$ cat src/hw/rtl/assert_macros.svh
// Assertion helpers for the RTL file that checks its own logic.
`ifndef ASSERT_MACROS_SVH
`define ASSERT_MACROS_SVH

// Same-cycle implication, disabled while reset is high.
`define ASSERT_SAME(label, clk, rst, cond, prop) \
   label: assert property (@(posedge clk) disable iff (rst) (cond) |-> (prop)) \
      else $error("assertion failed");

// Next-cycle implication, disabled while reset is high.
`define ASSERT_NEXT(label, clk, rst, cond, prop) \
   label: assert property (@(posedge clk) disable iff (rst) (cond) |=> (prop)) \
      else $error("assertion failed");

`endif

$ cat src/hw/rtl/dpbp_pkg.sv
package dpbp_pkg;

   localparam int QUOT_BITS = 32;
   localparam int COORD_OUT_BITS = 29;

   localparam logic [2:0] CSR_FOCAL_X = 3'd0;
   localparam logic [2:0] CSR_FOCAL_Y = 3'd1;
   localparam logic [2:0] CSR_CENTER_X = 3'd2;
   localparam logic [2:0] CSR_CENTER_Y = 3'd3;
   localparam logic [2:0] CSR_NEAR_LIMIT = 3'd4;
   localparam logic [2:0] CSR_FAR_LIMIT = 3'd5;

   // One axis of a division in flight: partial remainder and the word that
   // holds the untouched numerator bits on top and quotient bits below.
   typedef struct packed {
      logic [15:0] rem;
      logic [QUOT_BITS-1:0] numq;
      logic neg;
      logic zero;
   } axis_type;

   typedef struct packed {
      axis_type ax;
      axis_type ay;
      logic [15:0] z;
      logic [23:0] color;
   } lane_type;

   // One restoring division step.
   function automatic axis_type div_step(input axis_type a, input logic [15:0] focal);
      logic [16:0] trial;
      logic take;
      axis_type r;
      trial = {a.rem, a.numq[QUOT_BITS-1]};
      take = (trial >= {1'b0, focal});
      r = a;
      r.rem = take ? 16'(trial - {1'b0, focal}) : trial[15:0];
      r.numq = {a.numq[QUOT_BITS-2:0], take};
      return r;
   endfunction

endpackage

$ cat src/hw/rtl/dpbp_div_cell.sv
module dpbp_div_cell (
   input  logic clock,
   input  logic reset,
   input  logic [15:0] focal_x,
   input  logic [15:0] focal_y,
   input  logic in_valid,
   input  dpbp_pkg::lane_type in_data,
   output logic in_ready,
   output logic out_valid,
   output dpbp_pkg::lane_type out_data,
   input  logic out_ready
);

   logic valid_ff;
   dpbp_pkg::lane_type data_ff, data_in;

   // The cell may load whenever it is empty or its content moves on.
   assign in_ready = !valid_ff || out_ready;

   always_comb begin
      data_in = in_data;
      data_in.ax = dpbp_pkg::div_step(in_data.ax, focal_x);
      data_in.ay = dpbp_pkg::div_step(in_data.ay, focal_y);
   end

   always_ff @(posedge clock) begin
      if (reset) begin
         valid_ff <= 1'b0;
      end else if (in_ready) begin
         valid_ff <= in_valid;
      end
   end

   always_ff @(posedge clock) begin
      if (in_ready) begin
         data_ff <= data_in;
      end
   end

   assign out_valid = valid_ff;
   assign out_data = data_ff;

endmodule

$ cat config.mk
export PLATFORM = sky130hd
export DESIGN_NAME = dpbp_div_cell
export DESIGN_NICKNAME = d
export VERILOG_FILES = /design/src/hw/rtl/assert_macros.svh /design/src/hw/rtl/dpbp_pkg.sv /design/src/hw/rtl/dpbp_div_cell.sv
export SDC_FILE = /design/constraint.sdc
export NUM_CORES = 1
export LEC_CHECK = 0
export BUFFER_PORTS_ARGS = -buffer_cell sky130_fd_sc_hd__buf_2
export CAP_MARGIN = 20
export CORE_ASPECT_RATIO = 0.5
export CORE_MARGIN = 1.5
export CORE_UTILIZATION = 46
export DETAILED_ROUTE_END_ITERATION = 16
export GPL_ROUTABILITY_DRIVEN = 1
export PLACE_DENSITY = 0.8
export SLEW_MARGIN = 10
export SYNTH_ARGS = -nofsm -noshare
export SYNTH_HDL_FRONTEND = slang
export SYNTH_SLANG_ARGS = --single-unit
$ cat constraint.sdc
create_clock -name clock -period 11.3 [get_ports clock]
set_clock_uncertainty 0.15 [all_clocks]
set_input_delay 3.39 -clock clock [delete_from_list [all_inputs] [get_ports clock]]
set_output_delay 3.39 -clock clock [all_outputs]
set_load 0.02 [all_outputs]
==> results.toml <==
[outcome]
status = "finished clean"

[setup_path]
cp.required_ns = 7.76
r2r.worst_path.cells = 3
cp.arrival_ns = 4.09
cp_max_fo = 28
path_class = "input pin to output port"
endpoint_kind = "output port"
cp-start-kind = "input pin"

[cells_and_area]
stdcell_count = 984
drive_gt1_share_pct = 48.5
fill_cells = 1091
fin_nets = 988
design_area_um2 = 8890
syn_to_final_growth_pct = 36.4

[logic_synthesis]
synth-edff-count = 140
synth_area_per_cell_um2 = 14.6
synth_ff_type = "edfxtp_1"
synth_cells = 447
syn_area_um2 = 6520
ys_seq_area_share_pct = 64.8
synthesis.nets = 657
synthArstFlopShare_pct = 0
yosysWarnings = 0
synth.distinct_cells = 66
ys_ff_latch = 141

[pwr]
vdd_ir_drop_max_mv = 0.0939
finalPower_mw = 1.49
leakagePower_nw = 4.12
power_density_nw_per_um2 = 167

[route]
wire_per_inst_um = 17.3
routed_wl_um = 17000
drtPass1Iterations = 4
viasPerCell = 5.01
ant_nets = 0
dr.first_iter.drc_count = 301
drc = 0
vias = 4925

[cts]
clkTransAtPathRegs_ns = 0.06
cts_tree = "yes"
cts_buffer_depth = 2
cts_sinks = 141
root_buffer = "clkbuf_16"
cts_max_level = 4
postCtsHoldBufs = 0
ctsResizeCount = 0
post-cts-setup-buffers = 0
insertion_delay_ns = 0.41
cts-buffers-inserted = 17

[timing]
worst_slew_pin_slew_ns = 0.969
period_needed_ns = 7.63
tns_ns = 0
finalHoldViolations = 0
drv_slew = 0
grt_setup_unrepaired = "false"
slew_headroom_pct = 35.2
setup_viol = 0
whs_ns = 0.748
period_share_pct = 67.6
fmax_ghz = 0.131

[die]
fp.dieW_um = 171
core-area_um2 = 13700
dieArea_um2 = 14900
start_util_pct = 47.6
die_h_um = 87.2
num_io_pins = 318
rows = 30

[global_routing]
grt_pass1_vias = 4888
grt_use_total_pct = 22.5
grt_antenna_before_repair = 0
globalRouteOverflowTotal = 0
grt_max_degree = 63
grt_pass1_wl_um = 25000

[min_path]
worstHoldPathType = "register to register"
holdPathStages = 2

[place]
dp_cells = 951
port_buffers = 317
gp_congestion = 0.872
place_hpwl_um = 13200
postPlaceCellArea_um2 = 8320

[run]
maxCapViolations = 0
-- cell families (layout without fill, tap and decap cells) --
group | after synthesis | count (layout) | synth area share [%]
buffers and inverters | 52 | 396 | 3.47
other | 0 | 1 | 0
XOR/XNOR | 21 | 21 | 2.82
flip-flops | 141 | 141 | 64.8
AND/OR/NAND/NOR | 75 | 75 | 6.18
AO/OA/AOI/OAI | 92 | 92 | 10.2
multiplexers | 32 | 32 | 5.79
adder cells (fa/ha/maj) | 34 | 34 | 6.75
-- cell type report --
cell class / count / area [µm²] / area share [%]
Sequential cell: 141 / 4220 / 47.5
Multi-Input combinational cell: 254 / 2080 / 23.4
Timing Repair Buffer: 319 / 1600 / 18.0
Clock buffer: 17 / 425 / 4.78
Tap cell: 192 / 240 / 2.70
Inverter: 45 / 171 / 1.93
Clock inverter: 15 / 149 / 1.67
Antenna cell: 1 / 2.50 / 0.0281
-- placed cells by master (no fill, tap or decap), types with 4 or more instances in the layout --
| master | count |
|---|---|
| a31oi_1 | 9 |
| xnor2_1 | 18 |
| clkbuf_16 | 17 |
| mux2_2 | 9 |
| edfxtp_1 | 140 |
| a21oi_1 | 18 |
| mux2i_1 | 10 |
| nor2b_1 | 7 |
| o21a_1 | 8 |
| inv_1 | 44 |
| inv_6 | 5 |
| nand2_1 | 13 |
| nor2_1 | 18 |
| a21o_1 | 10 |
| a211o_1 | 4 |
| nand4_1 | 7 |
| buf_2 | 317 |
| o21ai_0 | 12 |
| mux2_1 | 5 |
| mux2_4 | 8 |
| ha_1 | 32 |
-- synth_stat cells, types with 2 or more instances --
cell type	n	share of area, %
a211oi_1	2	0.23
o22ai_1	2	0.19
nand2b_1	4	0.38
nand3b_1	2	0.23
o211ai_1	2	0.23
o21a_1	8	0.92
inv_1	44	2.5
or2_2	3	0.29
a31oi_1	9	0.86
nor4_1	2	0.19
and3_1	3	0.29
nand2_1	13	0.75
o31ai_1	2	0.23
o21bai_1	2	0.23
mux2_1	5	0.86
or3_1	3	0.29
and4_1	2	0.27
o21ai_0	12	0.92
edfxtp_1	140	64
mux2_4	8	1.8
mux2_2	9	1.6
nor2b_1	7	0.67
nand3_1	3	0.23
fa_1	2	0.61
nand4_1	7	0.67
xnor2_1	18	2.4
nor2_1	18	1.0
xor2_1	3	0.40
buf_2	4	0.31
a21oi_1	18	1.4
ha_1	32	6.1
a21o_1	10	1.2
mux2i_1	10	1.5
nor3_1	2	0.15
a211o_1	4	0.54
o31a_1	2	0.27
-- path summary, 6_finish.rpt --
check	slack [ns]	to	from
worst min-delay path	0.75	out_valid	out_valid
worst min register to register	0.75	out_valid	out_valid
worst max-delay path	3.67	in_ready	out_ready
worst max register to register	8.60	out_data[30]	out_valid
-- report_power, final --
part	total [mW]	switching (mW)	internal, mW
Clock	0.538	0.245	0.293
Sequential	0.650	0.0130	0.637
Combinational	0.299	0.178	0.121
-- registers in the layout (all words and copies together), names as in the netlist --
name,cells
out_valid,1
out_data,140
-- worst max-delay path, cell delays in order --
cell	delay, ns
buf_2	0.07
nand2b_4	0.37
buf_2	0.24
-- stage by stage --
stage / utilization [%] / worst slack (ns)
after global placement: 60.7 / 3.68
after detailed placement: 60.7 / 3.66
after CTS: 64.9 / 3.66
final: 64.9 / 3.67
after global routing: 64.9 / 3.64
after floorplan: - / 0.838
-- routing by layer --
layer | GRT usage [%] | share of wire (%) | up-vias | routed length, µm
met5 | 0 | 0 | - | 0
met3 | 6.18 | 6.1 | 18 | 1040
met4 | 6.30 | 1.2 | 0 | 198
met2 | 40.9 | 53 | 176 | 8940
met1 | 26.4 | 40 | 2369 | 6800
li1 | - | - | 2362 | -
Note: power is estimated with default switching activity, not from simulation.
